## config.mk

```make
export PLATFORM = sky130hd
export DESIGN_NAME = mwmma_bank
export DESIGN_NICKNAME = d
export VERILOG_FILES = /design/src/rtl/mwmma_pkg.sv /design/src/rtl/mwmma_bank.sv
export SDC_FILE = /design/constraint.sdc
export NUM_CORES = 1
export LEC_CHECK = 0
export ABC_AREA = 1
export BUFFER_PORTS_ARGS = -buffer_cell sky130_fd_sc_hd__buf_2
export CELL_PAD_IN_SITES_DETAIL_PLACEMENT = 1
export CELL_PAD_IN_SITES_GLOBAL_PLACEMENT = 1
export CORE_AREA = 4 4 323 325
export CTS_CLUSTER_SIZE = 14
export DETAILED_ROUTE_END_ITERATION = 6
export DIE_AREA = 0 0 327 329
export PLACE_DENSITY = 0.75
export SKIP_CTS_REPAIR_TIMING = 1
export SLEW_MARGIN = 10
export SYNTH_ARGS = -nofsm -noshare
export SYNTH_HDL_FRONTEND = slang
export SYNTH_SLANG_ARGS = --single-unit
export TNS_END_PERCENT = 20
```

## constraint.sdc

```tcl
create_clock -name clk -period 2.84 [get_ports clk]
set_input_delay 0.568 -clock clk [delete_from_list [all_inputs] [get_ports clk]]
set_output_delay 0.568 -clock clk [all_outputs]
set_load 0.005 [all_outputs]
```

## src/rtl/mwmma_pkg.sv

```systemverilog
// Shared types, constants and helper functions for the windowed min/max/mean core.
// Used by every module of the block; has no dependencies of its own.
package mwmma_pkg;

    // Default values for the top-level parameters.
    localparam int NUM_CHANNELS_DEF = 16;
    localparam int MAX_WINDOW_DEF   = 12;

    // Fixed field widths.
    localparam int CHAN_BITS   = 4;
    localparam int SAMPLE_BITS = 12;
    localparam int SUM_BITS    = 24;
    localparam int SCALE_BITS  = 16;
    localparam int OUT_BITS    = 20;
    localparam int FRAC_BITS   = 8;
    localparam int WIN_BITS    = 5;
    localparam int WIN_CFG_BITS = 4;
    localparam int MIN_WINDOW  = 4;

    // Product widths: unsigned operand plus sign bit times the signed gain.
    localparam int PSUM_BITS = SUM_BITS + 1 + SCALE_BITS;
    localparam int PSMP_BITS = SAMPLE_BITS + 1 + SCALE_BITS;

    // Result queue depth; it also bounds the results in flight in the back end.
    localparam int RES_DEPTH = 4;

    // Configuration port.
    localparam int CFG_IDX_BITS = 2;
    localparam logic [CFG_IDX_BITS-1:0] CFG_WINDOW_LOG2 = 2'd0;
    localparam logic [CFG_IDX_BITS-1:0] CFG_SCALE_MV_Q8 = 2'd1;
    localparam logic [WIN_CFG_BITS-1:0] WINDOW_RESET = 4'd10;
    localparam logic signed [SCALE_BITS-1:0] SCALE_RESET = 16'sd1889;

    // Saturation bounds of the signed output range, at product width.
    localparam logic signed [PSUM_BITS-1:0] SAT_HI =
        PSUM_BITS'((64'sd1 <<< (OUT_BITS - 1)) - 64'sd1);
    localparam logic signed [PSUM_BITS-1:0] SAT_LO = -SAT_HI - PSUM_BITS'(1);

    typedef struct packed {
        logic [SUM_BITS-1:0]    sum;
        logic [SAMPLE_BITS-1:0] maxv;
        logic [SAMPLE_BITS-1:0] minv;
    } acc_entry_t;

    localparam acc_entry_t ACC_RESET = '{sum: '0, maxv: '0, minv: '1};

    typedef struct packed {
        logic [CHAN_BITS-1:0]       out_channel;
        logic signed [OUT_BITS-1:0] avg_mv;
        logic signed [OUT_BITS-1:0] max_mv;
        logic signed [OUT_BITS-1:0] min_mv;
        logic                       last;
    } result_t;

    typedef enum logic {
        BK_IDLE,
        BK_DRAIN
    } back_state_t;

    // Clamp the programmed window to the supported range.
    function automatic logic [WIN_BITS-1:0] clamp_window(
        input logic [WIN_CFG_BITS-1:0] w,
        input int                      max_w
    );
        logic [WIN_BITS-1:0] r;
        begin
            r = WIN_BITS'(w);
            if (int'(w) < MIN_WINDOW) begin
                r = WIN_BITS'(MIN_WINDOW);
            end
            else if (int'(w) > max_w) begin
                r = WIN_BITS'(max_w);
            end
            return r;
        end
    endfunction

    // Saturate a signed product-width value to the signed output range.
    function automatic logic signed [OUT_BITS-1:0] sat_out(
        input logic signed [PSUM_BITS-1:0] v
    );
        logic signed [OUT_BITS-1:0] r;
        begin
            r = v[OUT_BITS-1:0];
            if (v > SAT_HI) begin
                r = SAT_HI[OUT_BITS-1:0];
            end
            else if (v < SAT_LO) begin
                r = SAT_LO[OUT_BITS-1:0];
            end
            return r;
        end
    endfunction

endpackage

```

## src/rtl/mwmma_bank.sv

```systemverilog
// Snapshot bank: holds one closed window's statistics while the back end drains it.
// Acts as the one-window queue between front and back. Depends on mwmma_pkg.
module mwmma_bank
    import mwmma_pkg::*;
#(
    parameter int NUM_CHANNELS = NUM_CHANNELS_DEF
)
(
    input  logic                          clk,
    input  logic                          rst_n,
    input  logic                          load,
    input  acc_entry_t [NUM_CHANNELS-1:0] load_data,
    input  logic [((NUM_CHANNELS > 1) ? $clog2(NUM_CHANNELS) : 1)-1:0] rd_idx,
    input  logic                          drain_done,
    output logic                          busy,
    output acc_entry_t                    rd_data
);

    acc_entry_t bank_reg [NUM_CHANNELS];
    logic       busy_reg;
    logic       busy_next;

    always_comb
    begin
        busy_next = busy_reg;
        if (load) begin
            busy_next = 1'b1;
        end
        else if (drain_done) begin
            busy_next = 1'b0;
        end
    end

    always_ff @(posedge clk or negedge rst_n)
    begin
        if (!rst_n) begin
            busy_reg <= 1'b0;
        end
        else begin
            busy_reg <= busy_next;
        end
    end

    always_ff @(posedge clk)
    begin
        if (load) begin
            for (int i = 0; i < NUM_CHANNELS; i++) begin
                bank_reg[i] <= load_data[i];
            end
        end
    end

    assign busy    = busy_reg;
    assign rd_data = bank_reg[rd_idx];

endmodule

```

==> impl_metrics.json <==
{
  "worst_setup_path_start_kind": "input port",
  "r2r-start": "busy",
  "syn_area_mm2": 0.0329,
  "ys.flop_type": "edfxtp_1",
  "syn_nets": 3869,
  "clockBufferDepth": 3,
  "place_area_mm2": 0.0392,
  "synthToLayoutAreaGrowth_pct": 28.4,
  "cts_inserted_buffers": 89,
  "crit_path_max_incr_delay_ns": 0.36,
  "clk_latency_ns": 0.64,
  "drc": 0,
  "peakVddDrop_v": 0.000553,
  "r2r_cells": 2,
  "status": "finished, final reports clean",
  "htree_levels": 3,
  "max_freq_mhz": 359,
  "p_per_area_mw_per_mm2": 673,
  "dieHeight_um": 329,
  "setup-violations-final": 0,
  "crit_buf_inv": 4,
  "avgSynthCellArea_um2": 10.6,
  "p_leak_nw": 19.8,
  "yosysMostFrequentCell": "nand2_1",
  "yosysWarningCount": 0,
  "grt_max_degree": 90,
  "firstDrtPassIters": 6,
  "slew_violations": 0,
  "syn_inst": 3093,
  "ys_seq_area_share_pct": 70.2,
  "yosysTopAreaCell": "edfxtp_1",
  "synth.top_cells.by_area": "edfxtp_1 70%, nand2_1 11%, nand3_1 8.8%",
  "min_path_cells": 1,
  "critPathMaxFanout": 39,
  "die_w_um": 327,
  "antenna_found_initial": 65,
  "fin_crit_sh_pct": 98.0,
  "end_kind": "output port",
  "slew-limit-headroom_pct": 61.7,
  "worstMarginPinSlew_ns": 0.575,
  "fin_util_pct": 41.7,
  "worstHoldStart": "load_data[657]",
  "finalHoldViolations": 0,
  "path_clk_slew_ns": 0.06,
  "start_util_pct": 32.4,
  "crit_slowest_cell": "nand3_1",
  "dpl.hpwl_mm": 92.8,
  "path_class": "input port to output port",
  "std_cell_rows": 117,
  "ys_top_cells_by_count": "1008 x nand2_1, 768 x edfxtp_1, 579 x inv_1",
  "grt_pass1_wl_mm": 177,
  "hold_end": "bank_reg[13][33]",
  "min_path_type": "input port to flip-flop",
  "final_area_mm2": 0.0423,
  "crit_arrival_ns": 2.22,
  "layout_setup_ws_ns": 0.0562,
  "drtIter0Drc": 2700,
  "io-pin-count": 825,
  "clkSinkCount": 769,
  "drive_above_1_share_pct": 26.8,
  "synth_edf_count": 768,
  "cts_tree": "built",
  "cap_violations": 0,
  "reg2reg_slack_ns": 2.25,
  "nets": 4757,
  "fin_skew_ns": 0,
  "io_buffers": 824,
  "pre_cts_ws_ns": 0.0979,
  "synth_top_area_share_pct": 70.1,
  "postRouteAntennaNets": 0,
  "grt_pass1_vias": 27600,
  "synth-async-reset-ratio_pct": 0.130,
  "vias": 26400,
  "ys_ff_latch": 769,
  "reg2reg_to": "busy",
  "routedWlPerCell_um": 23.1,
  "path_delay_family": "buffers and inverters",
  "cpMostUsedCell": "nand3_1",
  "largest_reg_flops": 768,
  "overflow": 0,
  "min_period_ns": 2.78,
  "post_synth_num_cell_types": 13,
  "fin_hold_ws_ns": 0.0863,
  "fin_tns_setup_ns": 0,
  "wirelength_mm": 127,
  "via_per_inst": 4.82,
  "core_mm2": 0.101,
  "grt_use_total_pct": 22.4,
  "place.gp.congestion": 0.893,
  "die_area_mm2": 0.108,
  "crit_required_ns": 2.27,
  "fill_cells": 11600,
  "crit_chain": "buf_8, buf_12, buf_4, nand2_1, nand3_1, nand3_1, nand3_1, nand2_1, buf_2",
  "cts_root_buf": "clkbuf_16"
}
-- worst max path at each step --
| stage | from | slack, ns | end | cells past startpoint |
|---|---|---|---|---|
| global route | rd_idx[0] | -0.002 | rd_data[19] | 9 |
| detailed placement | rd_idx[0] | 0.1 | rd_data[44] | 10 |
| global placement | rd_idx[0] | 0.11 | rd_data[19] | 9 |
| floorplan | rd_idx[0] | 0.88 | rd_data[30] | 10 |
| finish | rd_idx[0] | 0.06 | rd_data[19] | 9 |
| CTS | bank_reg[9][25] | 0.04 | rd_data[25] | 7 |
-- stage by stage --
step	cells	power, mW
2_1_floorplan	3093	15.2
3_3_place_gp	5256	16.9
3_5_place_dp	5256	17.0
4_1_cts	5422	28.6
5_1_grt	5461	29.5
6_report	5471	28.4
-- cells by family after synthesis --
group,Yosys count,synth area share (%)
buffers and inverters,739,9.56
AOI/OAI and AO/OA,1,0.0228
and+or+nand+nor,1584,20.3
DFF,769,70.2
-- placed cells by master, fill, tap and decap left out, drive strengths merged, types with 4 or more instances in the layout --
cell type  count
buf          952
nand3        576
nand2       1008
clkinv        34
edfxtp       768
diode         47
bufinv         9
clkbuf       115
inv          587
clkinvlp       4
-- cell type report --
type / count / area [µm²] / share of cell area (%)
tap: 1368 / 1710 / 4.05
inverter: 581 / 2200 / 5.21
timing repair buffer: 955 / 5560 / 13.2
clock buffer: 113 / 2360 / 5.58
sequential: 769 / 23100 / 54.6
multi-input combinational: 1585 / 6680 / 15.8
antenna: 47 / 118 / 0.278
clock inverter: 53 / 547 / 1.29
-- per-layer routing --
metal,up-vias,GRT usage (%),routed length (µm)
met5,-,0,100
met3,297,4.37,8660
met2,1126,37.7,62200
li1,11800,-,-
met1,13100,27.6,49300
met4,16,11.5,6340
-- power by group --
part | internal [mW] | total (mW) | leakage, nW | switching, mW
Sequential | 13.5 | 13.8 | 7.53 | 0.281
Combinational | 1.11 | 3.05 | 10.8 | 1.94
Clock | 6.74 | 11.6 | 1.41 | 4.87
Total | 21.3 | 28.4 | 19.8 | 7.09
Power figures use the tool's default switching activity.
