### src/rtl/mwmma_pkg.sv
// Shared types, constants and helper functions for the windowed min/max/mean core.
// Used by every module of the block; has no dependencies of its own.
package mwmma_pkg;

    // Default values for the top-level parameters.
    localparam int NUM_CHANNELS_DEF = 16;
    localparam int MAX_WINDOW_DEF   = 12;

    // Fixed field widths.
    localparam int CHAN_BITS   = 4;
    localparam int SAMPLE_BITS = 12;
    localparam int SUM_BITS    = 24;
    localparam int SCALE_BITS  = 16;
    localparam int OUT_BITS    = 20;
    localparam int FRAC_BITS   = 8;
    localparam int WIN_BITS    = 5;
    localparam int WIN_CFG_BITS = 4;
    localparam int MIN_WINDOW  = 4;

    // Product widths: unsigned operand plus sign bit times the signed gain.
    localparam int PSUM_BITS = SUM_BITS + 1 + SCALE_BITS;
    localparam int PSMP_BITS = SAMPLE_BITS + 1 + SCALE_BITS;

    // Result queue depth; it also bounds the results in flight in the back end.
    localparam int RES_DEPTH = 4;

    // Configuration port.
    localparam int CFG_IDX_BITS = 2;
    localparam logic [CFG_IDX_BITS-1:0] CFG_WINDOW_LOG2 = 2'd0;
    localparam logic [CFG_IDX_BITS-1:0] CFG_SCALE_MV_Q8 = 2'd1;
    localparam logic [WIN_CFG_BITS-1:0] WINDOW_RESET = 4'd10;
    localparam logic signed [SCALE_BITS-1:0] SCALE_RESET = 16'sd1889;

    // Saturation bounds of the signed output range, at product width.
    localparam logic signed [PSUM_BITS-1:0] SAT_HI =
        PSUM_BITS'((64'sd1 <<< (OUT_BITS - 1)) - 64'sd1);
    localparam logic signed [PSUM_BITS-1:0] SAT_LO = -SAT_HI - PSUM_BITS'(1);

    typedef struct packed {
        logic [SUM_BITS-1:0]    sum;
        logic [SAMPLE_BITS-1:0] maxv;
        logic [SAMPLE_BITS-1:0] minv;
    } acc_entry_t;

    localparam acc_entry_t ACC_RESET = '{sum: '0, maxv: '0, minv: '1};

    typedef struct packed {
        logic [CHAN_BITS-1:0]       out_channel;
        logic signed [OUT_BITS-1:0] avg_mv;
        logic signed [OUT_BITS-1:0] max_mv;
        logic signed [OUT_BITS-1:0] min_mv;
        logic                       last;
    } result_t;

    typedef enum logic {
        BK_IDLE,
        BK_DRAIN
    } back_state_t;

    // Clamp the programmed window to the supported range.
    function automatic logic [WIN_BITS-1:0] clamp_window(
        input logic [WIN_CFG_BITS-1:0] w,
        input int                      max_w
    );
        logic [WIN_BITS-1:0] r;
        begin
            r = WIN_BITS'(w);
            if (int'(w) < MIN_WINDOW) begin
                r = WIN_BITS'(MIN_WINDOW);
            end
            else if (int'(w) > max_w) begin
                r = WIN_BITS'(max_w);
            end
            return r;
        end
    endfunction

    // Saturate a signed product-width value to the signed output range.
    function automatic logic signed [OUT_BITS-1:0] sat_out(
        input logic signed [PSUM_BITS-1:0] v
    );
        logic signed [OUT_BITS-1:0] r;
        begin
            r = v[OUT_BITS-1:0];
            if (v > SAT_HI) begin
                r = SAT_HI[OUT_BITS-1:0];
            end
            else if (v < SAT_LO) begin
                r = SAT_LO[OUT_BITS-1:0];
            end
            return r;
        end
    endfunction

endpackage

### src/rtl/mwmma_rfifo.sv
// Result queue between the scaling pipeline and the output port.
// Small register FIFO; the back end never writes it when full. Depends on mwmma_pkg.
module mwmma_rfifo
    import mwmma_pkg::*;
#(
    parameter int DEPTH = RES_DEPTH
)
(
    input  logic    clk,
    input  logic    rst_n,
    input  logic    wr,
    input  result_t wr_data,
    input  logic    rd,
    output result_t rd_data,
    output logic    empty
);

    localparam int PTR_W = (DEPTH > 1) ? $clog2(DEPTH) : 1;
    localparam int CNT_W = $clog2(DEPTH + 1);

    result_t          mem_reg [DEPTH];
    logic [PTR_W-1:0] wr_ptr_reg;
    logic [PTR_W-1:0] wr_ptr_next;
    logic [PTR_W-1:0] rd_ptr_reg;
    logic [PTR_W-1:0] rd_ptr_next;
    logic [CNT_W-1:0] count_reg;
    logic [CNT_W-1:0] count_next;

    always_comb
    begin
        wr_ptr_next = wr_ptr_reg;
        rd_ptr_next = rd_ptr_reg;
        count_next  = count_reg;
        if (wr) begin
            wr_ptr_next = (int'(wr_ptr_reg) == DEPTH - 1) ? '0 : wr_ptr_reg + PTR_W'(1);
        end
        if (rd) begin
            rd_ptr_next = (int'(rd_ptr_reg) == DEPTH - 1) ? '0 : rd_ptr_reg + PTR_W'(1);
        end
        if (wr && !rd) begin
            count_next = count_reg + CNT_W'(1);
        end
        else if (!wr && rd) begin
            count_next = count_reg - CNT_W'(1);
        end
    end

    always_ff @(posedge clk or negedge rst_n)
    begin
        if (!rst_n) begin
            wr_ptr_reg <= '0;
            rd_ptr_reg <= '0;
            count_reg  <= '0;
        end
        else begin
            wr_ptr_reg <= wr_ptr_next;
            rd_ptr_reg <= rd_ptr_next;
            count_reg  <= count_next;
        end
    end

    always_ff @(posedge clk)
    begin
        if (wr) begin
            mem_reg[wr_ptr_reg] <= wr_data;
        end
    end

    assign rd_data = mem_reg[rd_ptr_reg];
    assign empty   = count_reg == '0;

endmodule

### config.mk
export PLATFORM = sky130hd
export DESIGN_NAME = mwmma_rfifo
export DESIGN_NICKNAME = d
export VERILOG_FILES = /design/src/rtl/mwmma_pkg.sv /design/src/rtl/mwmma_rfifo.sv
export SDC_FILE = /design/constraint.sdc
export NUM_CORES = 1
export LEC_CHECK = 0
export BUFFER_PORTS_ARGS = -buffer_cell sky130_fd_sc_hd__buf_2
export CAP_MARGIN = 20
export CORE_MARGIN = 8
export CORE_UTILIZATION = 61
export CTS_CLUSTER_SIZE = 12
export DETAILED_ROUTE_END_ITERATION = 7
export HOLD_SLACK_MARGIN = 0.08
export PLACE_DENSITY_LB_ADDON = 0.1
export SYNTH_ARGS = -nofsm -noshare
export SYNTH_HDL_FRONTEND = slang
export SYNTH_SLANG_ARGS = --single-unit
export TNS_END_PERCENT = 5
### constraint.sdc
create_clock -name clk -period 3.8 [get_ports clk]
set_input_delay 0.38 -clock clk [delete_from_list [all_inputs] [get_ports clk]]
set_output_delay 0.38 -clock clk [all_outputs]
set_load 0.005 [all_outputs]
==> results.json <==
{
  "slew_headroom_pct": 32.78,
  "avgRoutedWirePerCell_um": 22.01,
  "min_period_ns": 2.891,
  "antenna_found_initial": 1,
  "rr_endpoint": "mem_reg[0][45]$_DFFE_PP_",
  "yosys-top-cells-count": "260 x edfxtp_1, 65 x mux4_2, 7 x dfrtp_1, 6 x ha_1, 5 x buf_2",
  "worst_ep_arrival_time_ns": 2.51,
  "cts_tree": "yes",
  "yosys_warnings": 0,
  "io_pins": 135,
  "firstDrtPassIters": 7,
  "cts_resized": 0,
  "fillers": 905,
  "synth_area_per_cell_um2": 26.12,
  "tns_ns": 0,
  "dp_hpwl_mm": 10.13,
  "die_area_mm2": 0.02042,
  "yosysTopAreaCell": "edfxtp_1",
  "fin_skew_ns": 0.004952,
  "cts_buffers": 27,
  "hold_class": "primary input to flip-flop",
  "worstSetupStartpointType": "flip-flop",
  "root_buffer": "clkbuf_16",
  "synth.most_common_cell": "edfxtp_1",
  "dp.cells": 714,
  "yosys_most_used_dff": "edfxtp_1",
  "syn-instance-count": 376,
  "via_per_inst": 5.685,
  "status": "completed",
  "synth_nets": 452,
  "required_ns": 3.42,
  "regToRegSetupSlack_ns": 1.90,
  "synth_edf_count": 260,
  "first_global_vias": 5010,
  "hp-start": "wr_data[22]",
  "syn_area_mm2": 0.009822,
  "min_delay_path_depth": 1,
  "path_buf_inv": 2,
  "drv_slew": 0,
  "drive_above_1_share_pct": 41.17,
  "max_stage_delay_ns": 0.89,
  "drc": 0,
  "core_mm2": 0.01583,
  "ctsHtreeMaxLevel": 1,
  "initial_utilization_pct": 62.06,
  "min_to": "mem_reg[3][22]$_DFFE_PP_",
  "cp_top_family": "flip-flops",
  "maxCapViolCount": 0,
  "seq_area_frac_synth_pct": 81.27,
  "syn2layout_area_growth_pct": 20.61,
  "critical_path_class": "flip-flop to primary output",
  "num_rows": 46,
  "track_usage_pct": 17.60,
  "layout.nets": 649,
  "clk_latency_ns": 0.51,
  "vdd_drop_max_v": 0.0005803,
  "cellPowerDensity_mw_per_mm2": 707.9,
  "p_leak_nw": 4.091,
  "largest_register_ffs": 260,
  "cts.sinks": 267,
  "io_buffers": 134,
  "grt_start_max_net_pins": 68,
  "fin_crit_sh_pct": 76.08,
  "max_freq_mhz": 345.9,
  "grt_overflow": 0,
  "synth_cell_types": 19,
  "grt_first_pass_wirelength_mm": 27.11,
  "holdBufCountCts": 45,
  "setup_viol": 0,
  "rr_worst_depth": 3,
  "path_cells": "buf_4 -> mux4_2 -> buf_2",
  "hold_viol": 0,
  "synth_area_leaders": "edfxtp_1 79%, mux4_2 15%, dfrtp_1 1.8%, buf_12 0.82%, ha_1 0.76%",
  "worst-path-max-fanout": 36,
  "die_y_um": 142.9,
  "critPathSlowestCell": "dfrtp_4",
  "drtIter0Drc": 287,
  "vias": 4548,
  "finalWirelength_mm": 17.61,
  "rsz0062_at_grt": "no",
  "clk_path_buf_depth": 3,
  "path_clk_slew_ns": 0.06,
  "routabilityCongestion": 0.7251,
  "die_w_um": 142.9,
  "r2r_start": "wr_ptr_reg[0]$_DFFE_PN0P_",
  "detail-route-antenna-nets": 0,
  "final_cells": 800,
  "synth_top_area_share_pct": 79.49,
  "post_cts_buffers": 0,
  "worstSetupEndpointType": "primary output",
  "synthArstFlopShare_pct": 2.622,
  "synth_seq_cells": 267,
  "worst_pin_slew_ns": 1.008
}
-- worst max path at each step --
stage,startpoint,end,cells after the start
floorplan,wr_ptr_reg[0]$_DFFE_PN0P_,mem_reg[0][0]$_DFFE_PP_,3
global placement,rd_ptr_reg[0]$_DFFE_PN0P_,rd_data[22],3
detailed placement,rd_ptr_reg[0]$_DFFE_PN0P_,rd_data[38],3
CTS,rd_ptr_reg[0]$_DFFE_PN0P_,rd_data[38],3
global route,rd_ptr_reg[0]$_DFFE_PN0P_,rd_data[52],3
finish,rd_ptr_reg[0]$_DFFE_PN0P_,rd_data[52],3
-- stage by stage --
step	hold WS (ns)	area (um2)	power, mW	utilization [%]	setup WS, ns
final	0.09726	11850	8.386	74.85	0.9090
after global routing	0.08154	11840	8.786	74.83	0.7191
after CTS	0.08024	11830	8.519	74.77	0.8134
after detailed placement	0.2204	10660	6.250	67.33	1.360
after global placement	0.2145	10660	6.187	67.33	1.385
after floorplan	0.08441	9822	5.469	-	1.219
-- placed cells by master (no fill, tap or decap), types with 2 or more instances in the layout --
cell,instances
edfxtp_1,260
buf_2,134
mux4_2,65
dlygate4sd3_1,46
clkbuf_16,27
clkbuf_1,8
ha_1,6
dfrtp_1,5
inv_1,4
and2_4,4
mux2_2,3
nor2_1,3
buf_4,3
nand2_1,2
o21ai_0,2
xor2_1,2
clkinv_1,2
dfrtp_4,2
-- kinds of logic after synthesis --
group,count (synthesis),synth area share [%]
AO/OA/AOI/OAI,2,0.1019
adder cells (fa/ha/maj),7,0.9681
flip-flops,267,81.27
multiplexers,68,15.25
XOR/XNOR,3,0.2676
buffers and inverters,19,1.643
AND/OR/NAND/NOR,10,0.4967
-- area by class of cell --
class                      instances  area (um2)  share of cell area [%]
multi-input combinational         90        1688                   14.25
sequential                       267        7990                   67.45
inverter                           4       15.01                  0.1267
antenna                            1       2.502                 0.02112
clock inverter                     4       21.27                  0.1796
timing repair buffer             183        1154                   9.738
tap                              216       270.3                   2.281
clock buffer                      35       705.7                   5.957
-- power breakdown --
part,switching [mW],internal (mW),leakage [nW]
combinational,0.871,1.12,1.27
sequential,0.379,3.79,2.47
clock,0.942,1.28,0.353
-- per-layer routing --
layer	up-vias	share of wire (%)	global-route usage, %
met1	2376	39	21.89
met5	-	0.074	0
met3	29	6.8	4.040
met2	142	52	30.46
li1	1999	-	-
met4	2	1.8	5.089
Note: power is estimated with default switching activity, not from simulation.
