--- src/rtl/mwmma_pkg.sv ---
// Shared types, constants and helper functions for the windowed min/max/mean core.
// Used by every module of the block; has no dependencies of its own.
package mwmma_pkg;

    // Default values for the top-level parameters.
    localparam int NUM_CHANNELS_DEF = 16;
    localparam int MAX_WINDOW_DEF   = 12;

    // Fixed field widths.
    localparam int CHAN_BITS   = 4;
    localparam int SAMPLE_BITS = 12;
    localparam int SUM_BITS    = 24;
    localparam int SCALE_BITS  = 16;
    localparam int OUT_BITS    = 20;
    localparam int FRAC_BITS   = 8;
    localparam int WIN_BITS    = 5;
    localparam int WIN_CFG_BITS = 4;
    localparam int MIN_WINDOW  = 4;

    // Product widths: unsigned operand plus sign bit times the signed gain.
    localparam int PSUM_BITS = SUM_BITS + 1 + SCALE_BITS;
    localparam int PSMP_BITS = SAMPLE_BITS + 1 + SCALE_BITS;

    // Result queue depth; it also bounds the results in flight in the back end.
    localparam int RES_DEPTH = 4;

    // Configuration port.
    localparam int CFG_IDX_BITS = 2;
    localparam logic [CFG_IDX_BITS-1:0] CFG_WINDOW_LOG2 = 2'd0;
    localparam logic [CFG_IDX_BITS-1:0] CFG_SCALE_MV_Q8 = 2'd1;
    localparam logic [WIN_CFG_BITS-1:0] WINDOW_RESET = 4'd10;
    localparam logic signed [SCALE_BITS-1:0] SCALE_RESET = 16'sd1889;

    // Saturation bounds of the signed output range, at product width.
    localparam logic signed [PSUM_BITS-1:0] SAT_HI =
        PSUM_BITS'((64'sd1 <<< (OUT_BITS - 1)) - 64'sd1);
    localparam logic signed [PSUM_BITS-1:0] SAT_LO = -SAT_HI - PSUM_BITS'(1);

    typedef struct packed {
        logic [SUM_BITS-1:0]    sum;
        logic [SAMPLE_BITS-1:0] maxv;
        logic [SAMPLE_BITS-1:0] minv;
    } acc_entry_t;

    localparam acc_entry_t ACC_RESET = '{sum: '0, maxv: '0, minv: '1};

    typedef struct packed {
        logic [CHAN_BITS-1:0]       out_channel;
        logic signed [OUT_BITS-1:0] avg_mv;
        logic signed [OUT_BITS-1:0] max_mv;
        logic signed [OUT_BITS-1:0] min_mv;
        logic                       last;
    } result_t;

    typedef enum logic {
        BK_IDLE,
        BK_DRAIN
    } back_state_t;

    // Clamp the programmed window to the supported range.
    function automatic logic [WIN_BITS-1:0] clamp_window(
        input logic [WIN_CFG_BITS-1:0] w,
        input int                      max_w
    );
        logic [WIN_BITS-1:0] r;
        begin
            r = WIN_BITS'(w);
            if (int'(w) < MIN_WINDOW) begin
                r = WIN_BITS'(MIN_WINDOW);
            end
            else if (int'(w) > max_w) begin
                r = WIN_BITS'(max_w);
            end
            return r;
        end
    endfunction

    // Saturate a signed product-width value to the signed output range.
    function automatic logic signed [OUT_BITS-1:0] sat_out(
        input logic signed [PSUM_BITS-1:0] v
    );
        logic signed [OUT_BITS-1:0] r;
        begin
            r = v[OUT_BITS-1:0];
            if (v > SAT_HI) begin
                r = SAT_HI[OUT_BITS-1:0];
            end
            else if (v < SAT_LO) begin
                r = SAT_LO[OUT_BITS-1:0];
            end
            return r;
        end
    endfunction

endpackage

--- src/rtl/mwmma_front.sv ---
// Front end: per-channel sum/max/min accumulators and the scan counter.
// Detects the window close and presents the snapshot. Depends on mwmma_pkg.
module mwmma_front
    import mwmma_pkg::*;
#(
    parameter int NUM_CHANNELS    = NUM_CHANNELS_DEF,
    parameter int MAX_WINDOW_LOG2 = MAX_WINDOW_DEF
)
(
    input  logic                              clk,
    input  logic                              rst_n,
    input  logic                              accept,
    input  logic [CHAN_BITS-1:0]              channel,
    input  logic [SAMPLE_BITS-1:0]            sample,
    input  logic [WIN_BITS-1:0]               win_eff,
    input  logic                              bank_busy,
    output logic                              full,
    output logic                              close,
    output acc_entry_t [NUM_CHANNELS-1:0]     snap_data
);

    localparam int CH_W   = (NUM_CHANNELS > 1) ? $clog2(NUM_CHANNELS) : 1;
    localparam int SCAN_W = MAX_WINDOW_LOG2 + 1;

    acc_entry_t acc_reg  [NUM_CHANNELS];
    acc_entry_t acc_next [NUM_CHANNELS];
    logic [SCAN_W-1:0] scan_count_reg;
    logic [SCAN_W-1:0] scan_count_next;

    logic              ch_ok;
    logic              ch_last;
    logic [CH_W-1:0]   idx;
    acc_entry_t        cur;
    acc_entry_t        upd;
    logic [SUM_BITS:0] sum_wide;
    logic [SCAN_W-1:0] scan_inc;
    logic [SCAN_W-1:0] thresh;
    logic              at_final;
    logic              hit;

    assign ch_ok   = int'(channel) < NUM_CHANNELS;
    assign ch_last = int'(channel) == NUM_CHANNELS - 1;
    assign idx     = CH_W'(channel);
    assign cur     = acc_reg[idx];

    // Saturating sum and running extremes for the addressed channel.
    assign sum_wide = {1'b0, cur.sum} + (SUM_BITS + 1)'(sample);
    always_comb
    begin
        upd.sum  = sum_wide[SUM_BITS] ? '1 : sum_wide[SUM_BITS-1:0];
        upd.maxv = (sample > cur.maxv) ? sample : cur.maxv;
        upd.minv = (sample < cur.minv) ? sample : cur.minv;
    end

    // The scan that the next last-channel sample completes closes the window.
    assign scan_inc = scan_count_reg + SCAN_W'(1);
    assign thresh   = SCAN_W'(1) << win_eff;
    assign at_final = scan_inc >= thresh;

    // Hold off only while the snapshot bank is still draining and a close could come.
    assign full  = bank_busy && at_final;
    assign hit   = accept && ch_ok;
    assign close = hit && ch_last && at_final;

    always_comb
    begin
        for (int i = 0; i < NUM_CHANNELS; i++) begin
            snap_data[i] = (hit && (idx == CH_W'(i))) ? upd : acc_reg[i];
            acc_next[i]  = close ? ACC_RESET : snap_data[i];
        end
    end

    always_comb
    begin
        scan_count_next = scan_count_reg;
        if (hit && ch_last) begin
            scan_count_next = close ? '0 : scan_inc;
        end
    end

    always_ff @(posedge clk or negedge rst_n)
    begin
        if (!rst_n) begin
            for (int i = 0; i < NUM_CHANNELS; i++) begin
                acc_reg[i] <= ACC_RESET;
            end
            scan_count_reg <= '0;
        end
        else begin
            for (int i = 0; i < NUM_CHANNELS; i++) begin
                acc_reg[i] <= acc_next[i];
            end
            scan_count_reg <= scan_count_next;
        end
    end

endmodule

--- config.mk ---
export PLATFORM = sky130hd
export DESIGN_NAME = mwmma_front
export DESIGN_NICKNAME = d
export VERILOG_FILES = /design/src/rtl/mwmma_pkg.sv /design/src/rtl/mwmma_front.sv
export SDC_FILE = /design/constraint.sdc
export NUM_CORES = 2
export LEC_CHECK = 0
export BUFFER_PORTS_ARGS = -buffer_cell sky130_fd_sc_hd__buf_2
export CORE_AREA = 2 2 305 307
export CTS_BUF_LIST = sky130_fd_sc_hd__clkbuf_2 sky130_fd_sc_hd__clkbuf_4 sky130_fd_sc_hd__clkbuf_8
export DETAILED_ROUTE_END_ITERATION = 7
export DIE_AREA = 0 0 307 309
export PLACE_DENSITY = 0.69
export SETUP_SLACK_MARGIN = 0.2
export SLEW_MARGIN = 30
export SYNTH_ARGS = -nofsm -noshare
export SYNTH_HDL_FRONTEND = slang
export SYNTH_SLANG_ARGS = --single-unit
--- constraint.sdc ---
create_clock -name clk -period 6.39 [get_ports clk]
set_clock_uncertainty 0.1 [all_clocks]
set_input_delay 0.639 -clock clk [delete_from_list [all_inputs] [get_ports clk]]
set_output_delay 0.639 -clock clk [all_outputs]
set_load 0.05 [all_outputs]
==> results.md <==
- Status: complete, no violations
- Max-slew violations: 0
- Minimum clock period: around 6000 ps
- Met3 Wirelength: about 17000 um
- TritonRoute pass-1 iters: 6
- Root buffer cell: clkbuf_8
- NumNets Final: 5105
- Mapped Avg Cell Area: 9.813 sq um
- Clock latency on the worst-skew pair: roughly 860 ps
- CP max FO: 23
- RSZ-0062 raised after global routing: false
- GRT Util Overall: 35.99%
- Final ANT Viol Nets: 0
- # rows: around 110
- # setup viols final: 0
- Number of DRC markers in iteration 0: 4387
- Core area: approximately 90000 sq um
- WL final: around 180000 um
- Largest net degree at the start of global routing: between 150 and 200
- Die area: approximately 95000 sq um
- P_leak: between 0.02 and 0.025 uW
- Unique masters post-synth: 73
- Filler cells: approximately 7900
- Max cap viols: 0
- Gr ovfl total: 0
- Fmax achieved: around 0.17 GHz
- Post-Syn Area: ~43000 sq um
- Synth top cells by count: nor2_1 (672), a21oi_1 (608), dfrtp_1 (589), nand2_1 (415), clkbuf_1 (280)
- WS Path Type: input port to primary output
- RD Place Congestion: 0.9382
- CTS H-tree depth: 4
- # clock sinks: 781
- Final worst-path cycle share: between 90% and 100%
- RR Startpoint: acc_reg[552]$_DFF_PN0_
- M1 WL: approximately 70000 um
- Vias in the first global route: ~37000
- Post-synth EDFFs: 0
- Cell count after synthesis: 4362
- Final Cell Area: ~53000 sq um
- Uppermost layer routed: met5
- Synthesized Nets: 4437
- Worst Tran Pin Value: around 1000 ps
- Dpl cell area: about 50000 sq um
- Maximum root-to-sink buffer count: 3
- Die width: 307 um
- Synth warn: 0
- Synth top area cells: dfrtp_1 (34%), dfstp_2 (12%), mux4_2 (12%), a21oi_1 (7.1%), nor2_1 (5.9%)
- CP arrival: roughly 5300 ps
- Antenna violations before repair: 10
- Final Util: about three fifths
- Clock transition at the registers of the reported paths: around 50 ps
- Synth area leader: dfrtp_1
- Synth async-reset ratio: 100.0%
- Detailed placement HPWL: approximately 120000 um
- Pwr dens: just over 600 nW/um^2
- Fin Setup TNS: 0 ps
- Vias/cell: about 6.2
- Drt wl/cell: 27.67 um
- Count leader, synth: nor2_1
- Reg2Reg Setup Slack: around 1800 ps
- Die Span Y: roughly 310 um
- Share of layout cells above drive strength 1: 42.75%
- Metal2 WL: 77000 um
- Max_slew headroom: 32.17%
- Multi-input logic area: between 20000 and 25000 sq um
- Ys flop type: dfrtp_1
- Max reg flops: approximately 770
- Port bufs: between 700 and 800
- First-pass GRT wire length: about 250000 um
- Initial Util: between 40% and 50%
- Fin. Hold Viols: 0
- Worst R2R End: acc_reg[367]$_DFF_PN0_
- I/O pin count: roughly 800
- Crit. End Element: primary output
- Worst Setup Start Kind: input port
- Register area: about 20000 sq um
- CTS buffer count: 140
- Worst Hold Class: input port to async pin
- Via Count: 39384
- Worst VDD drop: about 0.48 mV
- Top-area cell type share of the netlist area: about a third
- DR DRC count: 0
- Area added between synthesis and finish: 24.19%
- Worst Path Required: 5650 ps
- Synth Register Bits: around 780
- R2R cell count: 14
- Seq/Total Area, Yosys: 46.22%
- TritonCTS clock tree: yes
## how the worst max path moves through the flow
stage | from | to | slack [ps]
3_3_place_gp | channel[0] | snap_data[64] | 310
6_report | channel[0] | snap_data[352] | 380
3_5_place_dp | channel[0] | snap_data[112] | 220
2_1_floorplan | channel[0] | snap_data[130] | 170
5_1_grt | channel[0] | snap_data[452] | 220
4_1_cts | channel[0] | snap_data[64] | 210
## metrics by stage
stage	hold slack (ps)	setup WS, ps	cells	power (uW)
2_1_floorplan	243.4	171.7	4362	21260
3_3_place_gp	385.7	313.9	6055	26540
3_5_place_dp	385.8	224.2	6056	26750
4_1_cts	377.1	207.6	6314	31930
5_1_grt	419.2	215.5	6333	33550
6_report	337.4	375.4	6335	32390
## report_power, final
group / leakage [uW] / switching [uW] / total, uW / internal [uW]
registers: 0.00941 / 1110 / 8160 / 7050
logic: 0.0120 / 13900 / 19100 / 5210
clock network: 0.00161 / 2260 / 5080 / 2820
## cell families after synthesis
kind of cell    synth area share (%)
simple gates                   15.86
compound gates                 18.31
flops                          46.22
buf+inv                        4.993
mux                            12.78
fa+ha+maj                      1.479
xor+xnor                      0.3683
## repair_timing
action	CTS	global route
pin swaps	1	4
endpoints found under the hold margin	90	0
gates cloned	0	2
hold buffers	1	0
setup endpoints to repair	17	115
setup buffers	3	9
resized for setup	3	11
## routing by layer
metal | vias up | track usage [%]
met2 | 2294 | 52.00
li1 | 16886 | -
met3 | 484 | 8.571
met5 | - | 0
met1 | 19718 | 49.51
met4 | 2 | 21.17
## cell type report
cell class                 instances  area share [%]
sequential                       781           37.22
antenna                            7         0.03295
tap                             1186           2.792
clock buffer                     231           5.346
multi-input combinational       3113           42.62
timing repair buffer             974           11.52
clock inverter                    23          0.3154
inverter                          20          0.1554
## cell usage in the layout (no fill, tap or decap), types with 13 or more instances in the layout
cell,netlist,layout
buf_2,120,784
nor2_1,672,648
dfrtp_1,589,589
a21oi_1,608,464
nand2_1,415,377
a211oi_1,261,261
a21oi_2,79,220
mux4_2,219,219
dfstp_2,192,192
clkbuf_8,0,177
and2_1,140,140
buf_4,15,127
or2_2,103,103
or2_1,79,79
o22ai_1,60,60
o21ai_4,1,56
clkbuf_4,0,54
buf_12,1,53
ha_1,49,49
o21ai_0,136,48
o21ai_2,0,37
nand2_2,0,37
nand3_1,28,27
nor3_1,26,22
nor2_4,6,21
inv_1,19,19
o21ai_1,20,16
mux2i_1,14,14
o221ai_1,14,14
a21o_1,13,13
a21oi_4,10,13
## worst max-delay path, stage by stage
cell and delay, ps:
buf_12 250, buf_12 250, buf_4 270, mux4_2 510, mux2_2 270, o21ai_1 240
ha_1 300, a21o_1 160, a21o_1 180, a21oi_2 220, o211ai_1 210, buf_4 320
a21oi_1 290, a31oi_4 50, buf_4 240, a21oi_1 410, buf_2 360
(Power assumes the default switching activity.)
