<file path="config.mk">
export PLATFORM = sky130hd
export DESIGN_NAME = mwmma_back
export DESIGN_NICKNAME = d
export VERILOG_FILES = /design/src/rtl/mwmma_pkg.sv /design/src/rtl/mwmma_back.sv
export SDC_FILE = /design/constraint.sdc
export NUM_CORES = 2
export LEC_CHECK = 0
export ABC_AREA = 1
export BUFFER_PORTS_ARGS = -buffer_cell sky130_fd_sc_hd__buf_2
export CORE_MARGIN = 2
export CORE_UTILIZATION = 59
export DETAILED_ROUTE_END_ITERATION = 12
export HOLD_SLACK_MARGIN = 0.05
export PLACE_DENSITY = 0.8
export SETUP_SLACK_MARGIN = 0.2
export SLEW_MARGIN = 20
export SYNTH_ARGS = -nofsm -noshare
export SYNTH_HDL_FRONTEND = slang
export SYNTH_SLANG_ARGS = --single-unit
</file>
<file path="constraint.sdc">
create_clock -name clk -period 5.9 [get_ports clk]
set_input_delay 0.885 -clock clk [delete_from_list [all_inputs] [get_ports clk]]
set_output_delay 0.885 -clock clk [all_outputs]
set_load 0.02 [all_outputs]
</file>
<file path="src/rtl/mwmma_pkg.sv">
// Shared types, constants and helper functions for the windowed min/max/mean core.
// Used by every module of the block; has no dependencies of its own.
package mwmma_pkg;

    // Default values for the top-level parameters.
    localparam int NUM_CHANNELS_DEF = 16;
    localparam int MAX_WINDOW_DEF   = 12;

    // Fixed field widths.
    localparam int CHAN_BITS   = 4;
    localparam int SAMPLE_BITS = 12;
    localparam int SUM_BITS    = 24;
    localparam int SCALE_BITS  = 16;
    localparam int OUT_BITS    = 20;
    localparam int FRAC_BITS   = 8;
    localparam int WIN_BITS    = 5;
    localparam int WIN_CFG_BITS = 4;
    localparam int MIN_WINDOW  = 4;

    // Product widths: unsigned operand plus sign bit times the signed gain.
    localparam int PSUM_BITS = SUM_BITS + 1 + SCALE_BITS;
    localparam int PSMP_BITS = SAMPLE_BITS + 1 + SCALE_BITS;

    // Result queue depth; it also bounds the results in flight in the back end.
    localparam int RES_DEPTH = 4;

    // Configuration port.
    localparam int CFG_IDX_BITS = 2;
    localparam logic [CFG_IDX_BITS-1:0] CFG_WINDOW_LOG2 = 2'd0;
    localparam logic [CFG_IDX_BITS-1:0] CFG_SCALE_MV_Q8 = 2'd1;
    localparam logic [WIN_CFG_BITS-1:0] WINDOW_RESET = 4'd10;
    localparam logic signed [SCALE_BITS-1:0] SCALE_RESET = 16'sd1889;

    // Saturation bounds of the signed output range, at product width.
    localparam logic signed [PSUM_BITS-1:0] SAT_HI =
        PSUM_BITS'((64'sd1 <<< (OUT_BITS - 1)) - 64'sd1);
    localparam logic signed [PSUM_BITS-1:0] SAT_LO = -SAT_HI - PSUM_BITS'(1);

    typedef struct packed {
        logic [SUM_BITS-1:0]    sum;
        logic [SAMPLE_BITS-1:0] maxv;
        logic [SAMPLE_BITS-1:0] minv;
    } acc_entry_t;

    localparam acc_entry_t ACC_RESET = '{sum: '0, maxv: '0, minv: '1};

    typedef struct packed {
        logic [CHAN_BITS-1:0]       out_channel;
        logic signed [OUT_BITS-1:0] avg_mv;
        logic signed [OUT_BITS-1:0] max_mv;
        logic signed [OUT_BITS-1:0] min_mv;
        logic                       last;
    } result_t;

    typedef enum logic {
        BK_IDLE,
        BK_DRAIN
    } back_state_t;

    // Clamp the programmed window to the supported range.
    function automatic logic [WIN_BITS-1:0] clamp_window(
        input logic [WIN_CFG_BITS-1:0] w,
        input int                      max_w
    );
        logic [WIN_BITS-1:0] r;
        begin
            r = WIN_BITS'(w);
            if (int'(w) < MIN_WINDOW) begin
                r = WIN_BITS'(MIN_WINDOW);
            end
            else if (int'(w) > max_w) begin
                r = WIN_BITS'(max_w);
            end
            return r;
        end
    endfunction

    // Saturate a signed product-width value to the signed output range.
    function automatic logic signed [OUT_BITS-1:0] sat_out(
        input logic signed [PSUM_BITS-1:0] v
    );
        logic signed [OUT_BITS-1:0] r;
        begin
            r = v[OUT_BITS-1:0];
            if (v > SAT_HI) begin
                r = SAT_HI[OUT_BITS-1:0];
            end
            else if (v < SAT_LO) begin
                r = SAT_LO[OUT_BITS-1:0];
            end
            return r;
        end
    endfunction

endpackage

</file>
<file path="src/rtl/mwmma_back.sv">
// Back end: walks the snapshot bank channel by channel and scales each entry.
// Three stages: bank read, multiply, floor shift with saturation. Depends on mwmma_pkg.
module mwmma_back
    import mwmma_pkg::*;
#(
    parameter int NUM_CHANNELS    = NUM_CHANNELS_DEF,
    parameter int MAX_WINDOW_LOG2 = MAX_WINDOW_DEF
)
(
    input  logic                           clk,
    input  logic                           rst_n,
    input  logic                           bank_busy,
    input  acc_entry_t                     rd_data,
    output logic [((NUM_CHANNELS > 1) ? $clog2(NUM_CHANNELS) : 1)-1:0] rd_idx,
    output logic                           drain_done,
    input  logic [WIN_BITS-1:0]            win_eff,
    input  logic signed [SCALE_BITS-1:0]   scale,
    input  logic                           pop_fire,
    output logic                           res_valid,
    output result_t                        res_data
);

    localparam int CH_W   = (NUM_CHANNELS > 1) ? $clog2(NUM_CHANNELS) : 1;
    localparam int USED_W = $clog2(RES_DEPTH + 1);
    localparam int SH_W   = $clog2(MAX_WINDOW_LOG2 + FRAC_BITS + 1);

    back_state_t state_reg;
    back_state_t state_next;
    logic [CH_W-1:0]   idx_reg;
    logic [CH_W-1:0]   idx_next;
    logic [USED_W-1:0] used_reg;
    logic [USED_W-1:0] used_next;
    logic              issue;
    logic              idx_last;

    // Stage 1: entry read from the bank.
    logic              s1_valid_reg;
    acc_entry_t        s1_entry_reg;
    logic [CH_W-1:0]   s1_idx_reg;
    logic              s1_last_reg;

    // Stage 2: products.
    logic                         s2_valid_reg;
    logic signed [PSUM_BITS-1:0]  prod_sum_reg;
    logic signed [PSMP_BITS-1:0]  prod_max_reg;
    logic signed [PSMP_BITS-1:0]  prod_min_reg;
    logic [CH_W-1:0]              s2_idx_reg;
    logic                         s2_last_reg;

    logic signed [PSUM_BITS-1:0]  prod_sum_c;
    logic signed [PSMP_BITS-1:0]  prod_max_c;
    logic signed [PSMP_BITS-1:0]  prod_min_c;
    logic [SH_W-1:0]              sh_avg;
    logic signed [OUT_BITS-1:0]   hi_mv;
    logic signed [OUT_BITS-1:0]   lo_mv;

    assign idx_last = idx_reg == CH_W'(NUM_CHANNELS - 1);

    // Drain sequencer.
    always_comb
    begin
        state_next = state_reg;
        case (state_reg)
            BK_IDLE:
            begin
                if (bank_busy) begin
                    state_next = BK_DRAIN;
                end
            end
            BK_DRAIN:
            begin
                if (issue && idx_last) begin
                    state_next = BK_IDLE;
                end
            end
            default:
            begin
                state_next = BK_IDLE;
            end
        endcase
    end

    // A channel is issued only when the result queue has room reserved for it.
    always_comb
    begin
        issue      = (state_reg == BK_DRAIN) && (used_reg < USED_W'(RES_DEPTH));
        drain_done = issue && idx_last;
    end

    always_comb
    begin
        idx_next = idx_reg;
        if (state_reg == BK_IDLE) begin
            idx_next = '0;
        end
        else if (issue) begin
            idx_next = idx_reg + CH_W'(1);
        end
    end

    always_comb
    begin
        used_next = used_reg;
        if (issue && !pop_fire) begin
            used_next = used_reg + USED_W'(1);
        end
        else if (!issue && pop_fire) begin
            used_next = used_reg - USED_W'(1);
        end
    end

    always_ff @(posedge clk or negedge rst_n)
    begin
        if (!rst_n) begin
            state_reg    <= BK_IDLE;
            idx_reg      <= '0;
            used_reg     <= '0;
            s1_valid_reg <= 1'b0;
            s2_valid_reg <= 1'b0;
        end
        else begin
            state_reg    <= state_next;
            idx_reg      <= idx_next;
            used_reg     <= used_next;
            s1_valid_reg <= issue;
            s2_valid_reg <= s1_valid_reg;
        end
    end

    assign rd_idx = idx_reg;

    assign prod_sum_c = $signed({1'b0, s1_entry_reg.sum}) * scale;
    assign prod_max_c = $signed({1'b0, s1_entry_reg.maxv}) * scale;
    assign prod_min_c = $signed({1'b0, s1_entry_reg.minv}) * scale;

    always_ff @(posedge clk)
    begin
        s1_entry_reg <= rd_data;
        s1_idx_reg   <= idx_reg;
        s1_last_reg  <= idx_last;
        prod_sum_reg <= prod_sum_c;
        prod_max_reg <= prod_max_c;
        prod_min_reg <= prod_min_c;
        s2_idx_reg   <= s1_idx_reg;
        s2_last_reg  <= s1_last_reg;
    end

    // Arithmetic right shift of a signed product is the floor division.
    assign sh_avg = SH_W'(win_eff) + SH_W'(FRAC_BITS);
    assign hi_mv  = sat_out(PSUM_BITS'(prod_max_reg) >>> FRAC_BITS);
    assign lo_mv  = sat_out(PSUM_BITS'(prod_min_reg) >>> FRAC_BITS);

    always_comb
    begin
        res_valid            = s2_valid_reg;
        res_data.out_channel = CHAN_BITS'(s2_idx_reg);
        res_data.avg_mv      = sat_out(prod_sum_reg >>> sh_avg);
        res_data.max_mv      = scale[SCALE_BITS-1] ? lo_mv : hi_mv;
        res_data.min_mv      = scale[SCALE_BITS-1] ? hi_mv : lo_mv;
        res_data.last        = s2_last_reg;
    end

endmodule

</file>
==> out/qor.txt <==
status - complete, no violations
final setup fails - 0
CTS tree - done
RSZ-0062 raised after global routing - true
critical path startpoint category - input port
type of the most critical hold path - input port to asynchronous set/reset pin
crit-path max FO - 11
syn nets - 5697
FF-to-FF End - prod_sum_reg[35]
gr usage total - 31.3%
remaining antenna violation count after routing - 0
Nets - 5971
predominant post-synthesis flop cell - dfxtp_1
Initial Util - 59.4%
CP Data Required Time - 6.30 ns
CORE AREA - 0.0587 mm^2
pre-CTS setup slack - -0.389 ns
Crit. End Element - flip-flop
Ys Warns - 0
Synth Instances - 4697
die height - 247 um
first-pass GRT wire length - 152000 um
Final GP Congestion - 0.963
Via density - 5.24
initial antenna violation count - 3
drt total wl - 90300 um
Mean Syn Cell Area - 7.42 um^2
reg-to-reg startpoint - s1_entry_reg[29]
hold slack - 0.202 ns
max-slew violation count - 0
CTS max path bufs - 2
FF-to-FF setup slack - 0.30 ns
Max Cap Violations - 0
register area share after synthesis - 8.82%
max FFs per register - 48
Final WS setup - 0.270 ns
Worst Max-Slew Pin Slew - 0.971 ns
post-route cell area - 0.0396 mm^2
Buffers on Ports - 143
total die area - 0.0610 mm^2
Final Util - 67.4%
Register-to-Register Path Depth - 20
Clock Skew - 0.0291 ns
ys async rst share - 6.62%
DP HPWL - 74500 um
clk slew on worst S/H paths - 0.09 ns
worst rel slew slack - 35.2%
Post-synth EDFFs - 0
H-Tree Level Count - 4
Die W - 247 um
CP Class - input port to flip-flop
Cell Rows - 89
clk_lat worst skew - 0.53 ns
CP arrival - 6.03 ns
Area Growth Syn to Fin - 13.6%
placed instance area - 0.0383 mm^2
crit path time final - 5.63 ns
layout cells sized above 1 - 13.1%
Synth Register Bits - 151
final routed DRC violation total - 0
DR iter-0 viols - 1975
ratio of final minimum period to clock period - 95.4%
# IOs - 144
final hold vios - 0
cts bufs inserted - 17
wire length per cell - 15.7 um
vias in the first global route - 32000
drt pass-1 iters - 7
global route overflow - 0
hold buffer count at CTS - 0
synth unique cells - 45
detailed-route via count - 30200
post-synthesis instance area - 0.0348 mm^2
Clock Sink Count - 151
Peak Freq - 178 MHz
largest net degree at the start of global routing - 46
CTS Root Buffer Type - clkbuf_16
n_diodes - 0
[layout make-up]
class / count / area (um^2)
flip-flops and latches: 151 / 3110
clock buffers: 17 / 425
well taps: 773 / 967
inverters: 1284 / 4830
clock inverters: 15 / 194
fillers: 4707 / 19100
multi-input cells: 3038 / 26500
repair buffers: 479 / 3540
[worst max-delay path, cell delays in order]
cell,delay (ns)
buf_4,0.21
buf_12,0.16
nand2_1,0.07
fa_1,0.48
inv_1,0.05
fa_1,0.48
fa_1,0.55
fa_1,0.54
fa_1,0.56
inv_2,0.04
fa_1,0.53
inv_2,0.05
ha_4,0.27
a21oi_4,0.16
nor2_1,0.06
nor2_1,0.16
o211ai_1,0.15
a21oi_2,0.24
o21ai_2,0.09
nand2_1,0.07
nand2_1,0.05
xor2_1,0.16
[logic make-up after synthesis]
family | after synthesis | share of synthesized area [%]
xor+xnor | 95 | 2.44
buf+inv | 1508 | 16.6
fa+ha+maj | 927 | 47.5
mux | 1 | 0.0323
simple gates | 1709 | 19.8
compound gates | 306 | 4.71
flops | 151 | 8.82
[worst max-delay path by stage]
| stage | from | to | depth (start not counted) |
|---|---|---|---|
| after CTS | scale[7] | prod_sum_reg[35] | 23 |
| after global routing | scale[15] | prod_sum_reg[35] | 23 |
| after detailed placement | scale[1] | prod_sum_reg[36] | 20 |
| after global placement | scale[11] | prod_sum_reg[39] | 24 |
| after floorplan | scale[7] | prod_sum_reg[35] | 26 |
| final | scale[9] | prod_sum_reg[35] | 22 |
[synth_stat cells (34+ instances only)]
| master | number | area (um^2) |
|---|---|---|
| dfxtp_1 | 141 | 2820 |
| nand2_1 | 1243 | 4670 |
| a21oi_1 | 113 | 566 |
| nand3_1 | 258 | 1290 |
| ha_1 | 266 | 3330 |
| inv_1 | 1280 | 4800 |
| xor2_1 | 60 | 526 |
| clkbuf_1 | 159 | 597 |
| fa_1 | 661 | 13200 |
| nor2_1 | 143 | 537 |
| xnor2_1 | 34 | 298 |
| o21ai_0 | 138 | 691 |
[per-stage QoR]
step,TNS (ns),std cells
2_1_floorplan,0,4697
4_1_cts,0,5743
5_1_grt,0,5757
3_5_place_dp,-7.78,5711
6_report,0,5757
3_3_place_gp,-4.48,5711
[layer usage]
metal / routed length [um] / vias up / global-route usage (%)
li1: - / 14100 / -
met4: 3910 / 6 / 13.0
met1: 34700 / 14600 / 37.5
met2: 45900 / 1154 / 55.7
met5: 34 / - / 0
met3: 5800 / 308 / 5.02
[layout by cell type, fill, tap and decap left out, types with 8 or more instances in the layout]
cell	n
o21ai_0	129
dfrtp_1	10
nand2_2	22
nand4_1	11
a31oi_1	18
buf_12	16
xnor2_1	33
a21oi_2	14
inv_1	1275
buf_2	130
fa_1	657
ha_1	245
nand2_1	1235
ha_4	20
buf_4	318
nand3_1	257
xor2_1	60
dfxtp_1	123
nor2_1	126
a21oi_1	98
dfxtp_2	13
buf_6	11
nor3_1	12
nor2_2	13
clkbuf_16	17
o21bai_1	8
[repair_timing]
item                                    CTS  global route
setup buffers                             0            14
endpoints found under the setup margin    6            37
gates resized for setup                   9           131
pin swaps                                 0            34
Power is left out: the tool's default activity adds up to more than one toggle a clock period on the data nets, which glitch-free logic cannot reach.
